===== config.mk =====
export PLATFORM = sky130hd
export DESIGN_NAME = srtl_ctrl
export DESIGN_NICKNAME = d
export VERILOG_FILES = /design/src/srtl_pkg.sv /design/src/srtl_ctrl.sv
export SDC_FILE = /design/constraint.sdc
export NUM_CORES = 1
export LEC_CHECK = 0
export BUFFER_PORTS_ARGS = -buffer_cell sky130_fd_sc_hd__buf_4
export CAP_MARGIN = 10
export CORE_AREA = 2 2 40 42
export DETAILED_ROUTE_END_ITERATION = 10
export DIE_AREA = 0 0 42 44
export MAX_ROUTING_LAYER = met4
export PLACE_DENSITY = 0.71
export SYNTH_ARGS = -nofsm -noshare
export SYNTH_HDL_FRONTEND = slang
export SYNTH_SLANG_ARGS = --single-unit
export TNS_END_PERCENT = 10

===== constraint.sdc =====
create_clock -name clk -period 3 [get_ports clk]
set_input_delay 0.75 -clock clk [delete_from_list [all_inputs] [get_ports clk]]
set_output_delay 0.75 -clock clk [all_outputs]
set_load 0.01 [all_outputs]

===== src/srtl_pkg.sv =====
// shared types and constants for the sorted range table lookup block
// no dependencies
package srtl_pkg;

    localparam int DEF_ENTRIES = 64;
    localparam int ADDR_W      = 64;
    localparam int INDEX_W     = 6;
    localparam int STATUS_W    = 3;

    typedef enum logic [1:0] {
        FUNC_CLEAR  = 2'd0,
        FUNC_INSERT = 2'd1,
        FUNC_FINISH = 2'd2,
        FUNC_LOOKUP = 2'd3
    } func_t;

    typedef enum logic [2:0] {
        ST_OK       = 3'd0,
        ST_NOTFOUND = 3'd1,
        ST_NOTREADY = 3'd2,
        ST_FULL     = 3'd3,
        ST_SKIPPED  = 3'd4
    } status_t;

    typedef enum logic [3:0] {
        S_IDLE,
        S_INS,
        S_SORT_OUTER,
        S_SORT_RD,
        S_SORT_CMP,
        S_SORT_PUT,
        S_LK_PROBE,
        S_LK_RD,
        S_LK_CMP,
        S_DONE
    } state_t;

    // controller to datapath
    typedef struct packed {
        logic    latch_in;
        logic    do_clear;
        logic    do_insert;
        logic    set_ready;
        logic    sort_init;
        logic    sort_load_key;
        logic    sort_rd;
        logic    sort_shift;
        logic    sort_put;
        logic    sort_next;
        logic    lk_init;
        logic    lk_rd;
        logic    lk_step;
        logic    emit;
        status_t emit_status;
        logic    emit_data;
    } ctrl_t;

    // datapath to controller
    typedef struct packed {
        logic full;
        logic ready;
        logic sort_more;
        logic sort_can_move;
        logic sort_need_shift;
        logic lk_more;
        logic lk_hit;
    } stat_t;

endpackage


===== src/srtl_ctrl.sv =====
// controller state machine for the sorted range table lookup block
// depends on srtl_pkg
module srtl_ctrl
    import srtl_pkg::*;
(
    input  logic        clk,
    input  logic        rst_n,
    input  logic        start,
    input  logic [1:0]  func,
    input  logic        is_special,
    input  stat_t       st,
    output ctrl_t       ctl,
    output logic        busy
);

    state_t state_reg, state_next;
    func_t  func_in;

    assign func_in = func_t'(func);

    always_ff @(posedge clk or negedge rst_n)
    begin
        if (!rst_n)
        begin
            state_reg <= S_IDLE;
        end
        else
        begin
            state_reg <= state_next;
        end
    end

    always_comb
    begin
        state_next = state_reg;
        case (state_reg)
            S_IDLE:
            begin
                if (start)
                begin
                    case (func_in)
                        FUNC_CLEAR:  state_next = S_IDLE;
                        FUNC_INSERT: state_next = S_INS;
                        FUNC_FINISH: state_next = S_SORT_OUTER;
                        FUNC_LOOKUP: state_next = st.ready ? S_LK_PROBE : S_IDLE;
                        default:     state_next = S_IDLE;
                    endcase
                    if (func_in == FUNC_INSERT && (is_special || st.full))
                    begin
                        state_next = S_IDLE;
                    end
                end
            end
            S_INS:        state_next = S_DONE;
            S_SORT_OUTER: state_next = st.sort_more ? S_SORT_CMP : S_IDLE;
            S_SORT_CMP:   state_next = st.sort_can_move ? S_SORT_RD : S_SORT_PUT;
            S_SORT_RD:    state_next = st.sort_need_shift ? S_SORT_CMP : S_SORT_PUT;
            S_SORT_PUT:   state_next = S_SORT_OUTER;
            S_LK_PROBE:   state_next = st.lk_more ? S_LK_RD : S_IDLE;
            S_LK_RD:      state_next = S_LK_CMP;
            S_LK_CMP:     state_next = st.lk_hit ? S_DONE : S_LK_PROBE;
            S_DONE:       state_next = S_IDLE;
            default:      state_next = S_IDLE;
        endcase
    end

    always_comb
    begin
        ctl = '0;
        ctl.emit_status = ST_OK;
        case (state_reg)
            S_IDLE:
            begin
                if (start)
                begin
                    ctl.latch_in = 1'b1;
                    case (func_in)
                        FUNC_CLEAR:
                        begin
                            ctl.do_clear = 1'b1;
                            ctl.emit = 1'b1;
                        end
                        FUNC_INSERT:
                        begin
                            if (is_special)
                            begin
                                ctl.emit = 1'b1;
                                ctl.emit_status = ST_SKIPPED;
                            end
                            else if (st.full)
                            begin
                                ctl.emit = 1'b1;
                                ctl.emit_status = ST_FULL;
                            end
                        end
                        FUNC_FINISH: ctl.sort_init = 1'b1;
                        FUNC_LOOKUP:
                        begin
                            if (st.ready)
                            begin
                                ctl.lk_init = 1'b1;
                            end
                            else
                            begin
                                ctl.emit = 1'b1;
                                ctl.emit_status = ST_NOTREADY;
                            end
                        end
                        default: ctl.latch_in = 1'b1;
                    endcase
                end
            end
            S_INS: ctl.do_insert = 1'b1;
            S_SORT_OUTER:
            begin
                if (st.sort_more)
                begin
                    ctl.sort_load_key = 1'b1;
                end
                else
                begin
                    ctl.set_ready = 1'b1;
                    ctl.emit = 1'b1;
                end
            end
            S_SORT_CMP:
            begin
                if (st.sort_can_move)
                begin
                    ctl.sort_rd = 1'b1;
                end
            end
            S_SORT_RD:
            begin
                if (st.sort_need_shift)
                begin
                    ctl.sort_shift = 1'b1;
                end
            end
            S_SORT_PUT:
            begin
                ctl.sort_put = 1'b1;
                ctl.sort_next = 1'b1;
            end
            S_LK_PROBE:
            begin
                if (!st.lk_more)
                begin
                    ctl.emit = 1'b1;
                    ctl.emit_status = ST_NOTFOUND;
                end
            end
            S_LK_RD: ctl.lk_rd = 1'b1;
            S_LK_CMP: ctl.lk_step = 1'b1;
            S_DONE:
            begin
                ctl.emit = 1'b1;
                ctl.emit_data = 1'b1;
            end
            default: ctl.latch_in = 1'b0;
        endcase
    end

    assign busy = (state_reg != S_IDLE);

endmodule


# [Yosys cells after proc, flatten, opt, wreduce, memory -nomap -nowiden]
# Index checks and enable logic that the tools add are counted.
[word_totals] wordCells=62 regBits=4
[op_classes] reduce_logical=5 mux=43 n_eq_ne=13
[ops] op="case mux 4 bit (9 select lines)" count=1
[ops] op="2-to-1 mux 4 bit" count=8
[ops] op="2-to-1 mux 1 bit" count=23
[ops] op="equality test 4 x 3 -> 1 bit (second input constant)" count=4
[ops] op="case mux 4 bit (4 select lines)" count=1
[ops] op="2-to-1 mux 3 bit" count=4
[ops] op="case mux 3 bit (2 select lines)" count=2
[ops] op="equality test 4 x 2 -> 1 bit (second input constant)" count=2
[ops] op="equality test 4 bit (second input constant)" count=2
[ops] op="equality test 2 bit (second input constant)" count=2
[ops] op="equality test 4 x 1 -> 1 bit (second input constant)" count=1
[ops] op="zero test 4 bit" count=1
[ops] op="2-to-1 mux 2 bit" count=2
[ops] op="case mux 1 bit (4 select lines)" count=1
[ops] op="nonzero test 4 bit" count=1
[ops] op="case mux 1 bit (3 select lines)" count=1
[ops] op="equality test 2 x 1 -> 1 bit (second input constant)" count=1
[ops] op="zero test 2 bit" count=1
[ops] op="!= test 2 bit (second input constant)" count=1
[ops] op="logical AND 1 bit" count=1
[ops] op="logical OR 1 bit" count=1

# [Depth between registers and ports, before layout]
# Gate-level depths: netlist of the first run.
[logic_depth] depth_word=5 ltp_mapped=6

# [Least setup slack after synthesis of the first run]
# OpenSTA, ideal clock, no wires.
[synth_timing] path_type="input to output" start="input st[4] (netlist name)" end="output ctl[4] (netlist name)" stages=3 setup_slack_ns=0.772 n_path_buf=0 t_arrival_ns=1.478 cell_sequence="nor4_1 -> a311oi_1 -> o21ai_0"
[synth_lines] item="start, declared" line="srtl_ctrl.sv:11" source="input stat_t st,"
[synth_lines] item="end, declared" line="srtl_ctrl.sv:12" source="output ctrl_t ctl,"

==> results of run 1 <==
worst min path at each step:
stage,from,to,slack (ns),depth (start not counted)
floorplan,rst_n,state_reg[0],0.45,0
global placement,rst_n,state_reg[2],0.54,1
detailed placement,rst_n,state_reg[3],0.55,1
CTS,rst_n,state_reg[3],0.30,1
global route,rst_n,state_reg[2],0.31,1
finish,rst_n,state_reg[3],0.31,1
per-stage QoR:
stage / power, mW / hold WS (ns) / area, um2
5_1_grt: 0.505 / 0.311 / 747
6_report: 0.468 / 0.311 / 747
4_1_cts: 0.472 / 0.303 / 747
2_1_floorplan: 0.328 / 0.454 / 529
3_3_place_gp: 0.405 / 0.545 / 724
3_5_place_dp: 0.406 / 0.546 / 724
placed cells by master (no fill, tap or decap), drive strengths merged, types with 3 or more instances in the layout:
cell,n
buf,31
nor2,11
nand2,8
nor3,5
dfrtp,4
o21ai,3
clkbuf,3
and3,3
nand2b,3
a21oi,3
layer usage:
layer  vias to the layer above  share of wire (%)
li1                        303                  -
met1                       290                 41
met2                        16                 53
met3                         0                6.0
met4                         0                  0
met5                         -                  0
layout make-up:
class,count,area (um2)
Multi-Input combinational cell,57,364
Inverter,2,7.51
Fill cell,149,672
Sequential cell,4,100
Timing Repair Buffer,31,233
Tap cell,16,20.0
Clock buffer,3,22.5
power breakdown:
group          internal, mW  switching [mW]
combinational         0.147           0.138
sequential           0.0701          0.0500
clock                0.0445          0.0179
total                 0.261           0.206
Yosys cell counts, drive strengths merged:
cell / number / share of area, %
nor2: 11 / 9.2
nand2: 8 / 5.7
buf: 6 / 11
nor3: 5 / 4.7
dfrtp: 4 / 19
a21oi: 3 / 3.5
and3: 3 / 4.5
nand2b: 3 / 5.0
o21ai: 3 / 2.8
inv: 2 / 1.4
nand3: 2 / 1.9
nand3b: 2 / 2.8
nor2b: 2 / 3.8
nor3b: 2 / 2.8
o41a: 2 / 4.3
a211o: 1 / 1.7
a2bb2oi: 1 / 1.7
a311oi: 1 / 1.7
mux2i: 1 / 1.9
nor4: 1 / 1.2
nor4b: 1 / 2.8
o21a: 1 / 1.4
o21bai: 1 / 1.4
o22ai: 1 / 1.2
or2b: 1 / 1.7
or3: 1 / 1.2
worst max-delay path: stages (launching register included):
cell      delay [ns]
dfrtp_1         0.64
nor2_1          0.14
and3_1          0.27
a311oi_1        0.26
o21ai_0         0.13
buf_4           0.16
logic make-up (layout without fill, tap and decap cells):
logic type             count (synthesis)  in the layout
AO/OA/AOI/OAI                         14             14
buffers and inverters                  8             36
flip-flops                             4              4
multiplexers                           1              1
AND/OR/NAND/NOR                       42             42
==> results.sh, run 1 <==
export IMPL_slew_viol_final=0
export IMPL_cts_resized=0
export IMPL_synth_top_family_by_area="simple AND/OR/NAND/NOR gates"
export IMPL_grtUsageMet2_pct=25.9
export IMPL_fp_dieW_um=42
export IMPL_hold_buffers=0
export IMPL_end_kind="output pin"
export IMPL_rows=14
export IMPL_min_path_type="in2async"
export IMPL_grt_max_degree=13
export IMPL_hold_violations=0
export IMPL_synthMuxAreaShare_pct=1.89
export IMPL_grt_pass1_vias=559
export IMPL_ys_seq_elements=4
export IMPL_final_util_pct=52.6
export IMPL_viasPerCell=5.39
export IMPL_yosysUniqueCellTypes=33
export IMPL_synth_avg_cell_area_um2=7.67
export IMPL_arrival_ns=1.82
export IMPL_status="completed"
export IMPL_synth_compound_area_share_pct=19.6
export IMPL_grtUsageMet1_pct=20.8
export IMPL_largest_reg_flops=4
export IMPL_cts_tree="done"
export IMPL_fmax_ghz=0.389
export IMPL_timing_rr_end="state_reg[2]"
export IMPL_gr_usage_met3_pct=0.417
export IMPL_seq_area_frac_synth_pct=18.9
export IMPL_antenna_cells=0
export IMPL_wl_mm=1.40
export IMPL_synthXorXnorAreaFrac_pct=0
export IMPL_clk_latency_ns=0.22
export IMPL_worst_slew_pin_slew_ns=0.494
export IMPL_die_area_mm2=0.00185
export IMPL_synthToLayoutAreaGrowth_pct=41.1
export IMPL_r2r_start="state_reg[3]"
export IMPL_synth_net_count=82
export IMPL_tns_ns=0
export IMPL_ys_warn_count=0
export IMPL_busiest_layer="met2"
export IMPL_finalSetupViolations=0
export IMPL_synth_fa_ha_area_share_pct=0
export IMPL_detailedPlace_worstSlack_ns=0.529
export IMPL_grt_pass1_wl_mm=2.23
export IMPL_layout_nets=112
export IMPL_vias=609
export IMPL_ir_worst_vdd_mv=0.321
export IMPL_reg2reg_slack_ns=1.54
export IMPL_synth_cells=69
export IMPL_slew_headroom_pct=67.1
export IMPL_cts_sinks=4
export IMPL_core_region_area_mm2=0.00142
export IMPL_finClkSkew_ns=0.000772
export IMPL_place_congestion=0.806
export IMPL_drtAntennaViolNets=0
export IMPL_clkSlewWorstSetupHoldPaths_ns=0.03
export IMPL_setup_ws_ns=0.427
export IMPL_worst_path_max_fanout=12
export IMPL_fin_cells=113
export IMPL_start_kind="flip-flop"
export IMPL_drc=0
export IMPL_portBuffers=31
export IMPL_antenna_found_initial=0
export IMPL_drtIter0Drc=6
export IMPL_cts_setup_buffers=0
export IMPL_period_needed_ns=2.57
export IMPL_synthSimpleGateAreaFrac_pct=47.3
export IMPL_cp_required_ns=2.25
export IMPL_p_leak_nw=0.357
export IMPL_cts_made_buffers=3
export IMPL_htreeDepth=1
export IMPL_reg2regPathDepth=4
export IMPL_cts_root_buf="clkbuf_4"
export IMPL_dr_pass1_iters=4
export IMPL_rsz0062_at_grt="false"
export IMPL_cp_startpoint="state_reg[3]"
export IMPL_dp_cells=110
export IMPL_wl_per_cell_um=12.4
export IMPL_maxCapViolCount=0
export IMPL_cts_path_max_buffers=2
export IMPL_drive_gt1_share_pct=42.3
export IMPL_syn_area_um2=529
export IMPL_min_period_over_period_pct=85.8
export IMPL_setup_worst_path_class="reg2out"
export IMPL_start_util_pct=37.3
export IMPL_ios=32
export IMPL_power_density_mw_per_mm2=626
export IMPL_overflow=0
export IMPL_crit_path_end="ctl[4]"
export IMPL_grt_usage_pct=15.8
export IMPL_die_height_um=44
No activity file was read; power rests on OpenSTA's default activity.
==> inputs of run 2 (changes only) <==
CORE_AREA = 2 2 39 41   (was 2 2 40 42)
DIE_AREA = 0 0 41 43   (was 0 0 42 44)
PLACE_DENSITY = 0.75   (was 0.71)
==> results.sh, run 2 (synthesized netlist as in run 1, its figures left out) <==
export IMPL_layout_nets=112
export IMPL_cts_setup_buffers=0
export IMPL_grt_max_degree=13
export IMPL_cts_resized=0
export IMPL_detailedPlace_worstSlack_ns=0.583
export IMPL_cp_required_ns=2.25
export IMPL_cts_root_buf="clkbuf_4"
export IMPL_antenna_found_initial=0
export IMPL_min_period_over_period_pct=85.0
export IMPL_ios=32
export IMPL_rsz0062_at_grt="false"
export IMPL_worst_slew_pin_slew_ns=0.489
export IMPL_worst_path_max_fanout=12
export IMPL_setup_worst_path_class="reg2out"
export IMPL_synthToLayoutAreaGrowth_pct=41.1
export IMPL_timing_rr_end="state_reg[1]"
export IMPL_power_density_mw_per_mm2=628
export IMPL_dr_pass1_iters=4
export IMPL_die_area_mm2=0.00176
export IMPL_min_path_type="in2async"
export IMPL_fill_cells=133
export IMPL_rows=14
export IMPL_p_leak_nw=0.357
export IMPL_drive_gt1_share_pct=42.3
export IMPL_setup_ws_ns=0.451
export IMPL_core_region_area_mm2=0.00138
export IMPL_start_kind="flip-flop"
export IMPL_fmax_ghz=0.392
export IMPL_drtAntennaViolNets=0
export IMPL_largest_reg_flops=4
export IMPL_viasPerCell=5.31
export IMPL_die_height_um=43
export IMPL_hpwlAfterDp_mm=1.10
export IMPL_comb_power_share_pct=60.5
export IMPL_seqPwrFrac_pct=25.5
export IMPL_wl_per_cell_um=11.9
export IMPL_p_clk_share_pct=14.0
export IMPL_htreeDepth=1
export IMPL_p_sw_share_pct=44.3
export IMPL_grt_pass1_wl_mm=2.17
export IMPL_fp_dieW_um=41
export IMPL_finClkSkew_ns=0.00527
export IMPL_antenna_cells=0
export IMPL_switchingPower_uw=208
export IMPL_wl_mm=1.35
export IMPL_slew_headroom_pct=67.4
export IMPL_cts_path_max_buffers=2
export IMPL_start_util_pct=38.2
export IMPL_overflow=0
export IMPL_finalSetupViolations=0
export IMPL_grt_usage_pct=17.9
export IMPL_dp_cells=110
export IMPL_drtIter0Drc=16
export IMPL_cts_tree="done"
export IMPL_slew_viol_final=0
export IMPL_hold_violations=0
export IMPL_maxCapViolCount=0
export IMPL_reg2reg_slack_ns=1.53
export IMPL_place_congestion=0.768
export IMPL_period_needed_ns=2.55
export IMPL_hold_buffers=0
export IMPL_fin_cells=113
export IMPL_vias=600
export IMPL_p_int_uw=262
export IMPL_clkSlewWorstSetupHoldPaths_ns=0.04
export IMPL_cts_made_buffers=3
export IMPL_tns_ns=0
export IMPL_layout_commonest_cell="buf_4"
export IMPL_cts_sinks=4
export IMPL_ir_worst_vdd_mv=0.382
export IMPL_arrival_ns=1.80
export IMPL_final_cell_mix="31 x buf_4, 10 x nor2_1, 8 x nand2_1"
export IMPL_drc=0
export IMPL_status="completed"
export IMPL_clk_latency_ns=0.23
export IMPL_end_kind="output pin"
export IMPL_r2r_start="state_reg[3]"
export IMPL_grt_pass1_vias=526
export IMPL_portBuffers=31
export IMPL_reg2regPathDepth=3
run 2: worst max-delay path by stage:
| stage | slack (ns) | from | endpoint | cells after the start |
|---|---|---|---|---|
| global route | 0.25 | state_reg[3] | ctl[3] | 5 |
| CTS | 0.45 | state_reg[3] | ctl[4] | 5 |
| detailed placement | 0.58 | func[1] | ctl[4] | 6 |
| global placement | 0.61 | func[1] | ctl[4] | 6 |
| finish | 0.45 | state_reg[3] | ctl[4] | 5 |
| floorplan | 0.77 | st[4] | ctl[4] | 3 |
run 2: power by group through the flow:
stage | combinational (mW) | clock, mW | sequential, mW
floorplan | 0.248 | 0 | 0.0809
global placement | 0.286 | 0 | 0.118
detailed placement | 0.285 | 0 | 0.119
CTS | 0.287 | 0.0695 | 0.119
global route | 0.314 | 0.0740 | 0.126
finish | 0.284 | 0.0657 | 0.120
run 2: metal layers:
layer / track usage [%] / wire, um
met1: 24.1 / 589
met2: 26.3 / 656
met4: 2.00 / 0
met5: - / 0
met3: 6.28 / 103
run 2: final cells by class:
class / instances / area (um2) / area share, %
multi-input cells: 57 / 364 / 48.7
repair buffers: 31 / 233 / 31.2
flip-flops and latches: 4 / 100 / 13.4
clock buffers: 3 / 22.5 / 3.02
well taps: 16 / 20.0 / 2.68
inverters: 2 / 7.51 / 1.01
run 2: worst max-delay path, cell delays in order, from the launching register on:
cell	delay (ns)
dfrtp_1	0.64
nor2_1	0.15
and3_1	0.26
a311oi_1	0.23
o21ai_0	0.13
buf_4	0.16
run 2: per-stage QoR:
step | power (mW) | hold WS, ns | instance area (um2) | utilization (%)
after floorplan | 0.328 | 0.454 | 529 | -
after global placement | 0.404 | 0.544 | 724 | 52.4
after detailed placement | 0.404 | 0.546 | 724 | 52.4
after CTS | 0.475 | 0.293 | 747 | 54.0
after global routing | 0.514 | 0.288 | 747 | 54.0
final | 0.469 | 0.302 | 747 | 54.0
==> inputs of run 3 (changes only) <==
CORE_AREA = 2 2 41 43   (was 2 2 39 41)
DIE_AREA = 0 0 43 45   (was 0 0 41 43)
PLACE_DENSITY = 0.71   (was 0.75)
clock period = 2.2 ns   (was 3 ns; I/O delays follow)
==> results.sh, run 3 (synthesized netlist as in run 1, its figures left out) <==
export IMPL_worst_path_max_fanout=8
export IMPL_r2r_start="state_reg[1]"
export IMPL_dr_pass1_iters=4
export IMPL_final_util_pct=54.3
export IMPL_path_cells="or2b_2 -> nor3_1 -> a311oi_1 -> o21ai_0 -> buf_4"
export IMPL_ios=32
export IMPL_layout_nets=118
export IMPL_vias=627
export IMPL_cts_root_buf="clkbuf_4"
export IMPL_detailedPlace_worstSlack_ns=0.149
export IMPL_worst_slew_pin_slew_ns=0.336
export IMPL_synthToLayoutAreaGrowth_pct=51.1
export IMPL_portBuffers=31
export IMPL_slew_headroom_pct=77.4
export IMPL_path_depth=5
export IMPL_start_util_pct=36.0
export IMPL_reg2regPathDepth=5
export IMPL_tns_ns=0
export IMPL_clk_latency_ns=0.25
export IMPL_grt_usage_pct=17.0
export IMPL_setup_worst_path_class="reg2out"
export IMPL_wl_mm=1.54
export IMPL_largest_reg_flops=4
export IMPL_core_region_area_mm2=0.00147
export IMPL_clkSlewWorstSetupHoldPaths_ns=0.04
export IMPL_dp_cells=116
export IMPL_place_congestion=0.808
export IMPL_drtIter0Drc=17
export IMPL_path_delay_family="simple AND/OR/NAND/NOR gates"
export IMPL_cts_sinks=4
export IMPL_grt_max_degree=9
export IMPL_htreeDepth=1
export IMPL_slowest_delay_ns=0.43
export IMPL_rsz0062_at_grt="true"
export IMPL_status="completed"
export IMPL_die_height_um=45
export IMPL_start_kind="flip-flop"
export IMPL_arrival_ns=1.57
export IMPL_hold_violations=0
export IMPL_drive_gt1_share_pct=48.5
export IMPL_layout_commonest_cell="buf_4"
export IMPL_crit_path_top_delay_cell="dfrtp_2"
export IMPL_min_path_type="in2async"
export IMPL_end_kind="output pin"
export IMPL_die_area_mm2=0.00194
export IMPL_period_needed_ns=2.12
export IMPL_wl_per_cell_um=12.9
export IMPL_drc=0
export IMPL_cts_tree="done"
export IMPL_cp_startpoint="state_reg[2]"
export IMPL_timing_rr_end="state_reg[2]"
export IMPL_reg2reg_slack_ns=0.69
export IMPL_power_density_mw_per_mm2=898
export IMPL_hpwlAfterDp_mm=1.26
export IMPL_cts_path_max_buffers=2
export IMPL_min_period_over_period_pct=96.5
export IMPL_final_cell_mix="37 x buf_4, 10 x nor2_1, 8 x nand2_1"
export IMPL_antenna_cells=0
export IMPL_hold_buffers=0
export IMPL_cp_required_ns=1.65
export IMPL_setup_ws_ns=0.0769
export IMPL_drtAntennaViolNets=0
export IMPL_maxCapViolCount=0
export IMPL_hold_ws_ns=0.0882
export IMPL_fp_dieW_um=43
export IMPL_grt_pass1_wl_mm=2.35
export IMPL_grt_pass1_vias=587
export IMPL_cts_made_buffers=3
export IMPL_finalSetupViolations=0
export IMPL_p_leak_nw=0.384
export IMPL_crit_path_end="ctl[4]"
export IMPL_fmax_ghz=0.471
export IMPL_fill_cells=145
export IMPL_viasPerCell=5.27
export IMPL_ir_worst_vdd_mv=0.570
export IMPL_rows=14
export IMPL_finClkSkew_ns=0.00856
export IMPL_slew_viol_final=0
export IMPL_fin_cells=119
export IMPL_cp_num_buf_inv=1
export IMPL_antenna_found_initial=0
export IMPL_overflow=0
==> run 3: area by class of cell <==
type | instances | area (um2) | area share (%)
clock buffer | 3 | 22.5 | 2.82
timing repair buffer | 37 | 278 | 34.7
tap | 16 | 20.0 | 2.50
inverter | 2 | 7.51 | 0.939
sequential | 4 | 103 | 12.8
multi-input combinational | 57 | 369 | 46.2
==> run 3: per-layer routing <==
metal	track usage, %	part of all wire, %
met3	5.20	7.3
met2	27.9	48
met4	9.70	1.4
met1	18.5	43
met5	-	0
==> run 3: power breakdown <==
group / switching, mW / total [mW] / internal, mW
clock network: 0.0359 / 0.0973 / 0.0614
registers: 0.0409 / 0.139 / 0.0984
logic: 0.234 / 0.482 / 0.247
total: 0.311 / 0.718 / 0.407
==> run 3: metrics by stage <==
stage	total power [mW]	area [um2]
after floorplan	0.448	529
after global placement	0.604	769
after detailed placement	0.611	769
after global routing	0.774	800
after CTS	0.712	793
final	0.718	800
==> run 3: timing repair <==
item | CTS | global route
endpoints found under the setup margin | 1 | 4
cloned | 0 | 0
setup buffers | 0 | 0
resized for setup | 1 | 3
==> run 3: how the worst min path moves through the flow <==
stage | from | to | depth (start not counted) | slack [ns]
floorplan | rst_n | state_reg[0] | 0 | 0.25
global placement | rst_n | state_reg[2] | 1 | 0.35
detailed placement | rst_n | state_reg[3] | 1 | 0.35
CTS | rst_n | state_reg[3] | 1 | 0.09
global route | rst_n | state_reg[3] | 1 | 0.08
finish | rst_n | state_reg[1] | 1 | 0.09
==> run 3: worst register-to-register path: cells and delay by family, from the launching register on <==
family	cells	cell delay, ns
flip-flops	1	0.45
buffers and inverters	1	0.16
AO/OA/AOI/OAI	2	0.58
AND/OR/NAND/NOR	2	0.18
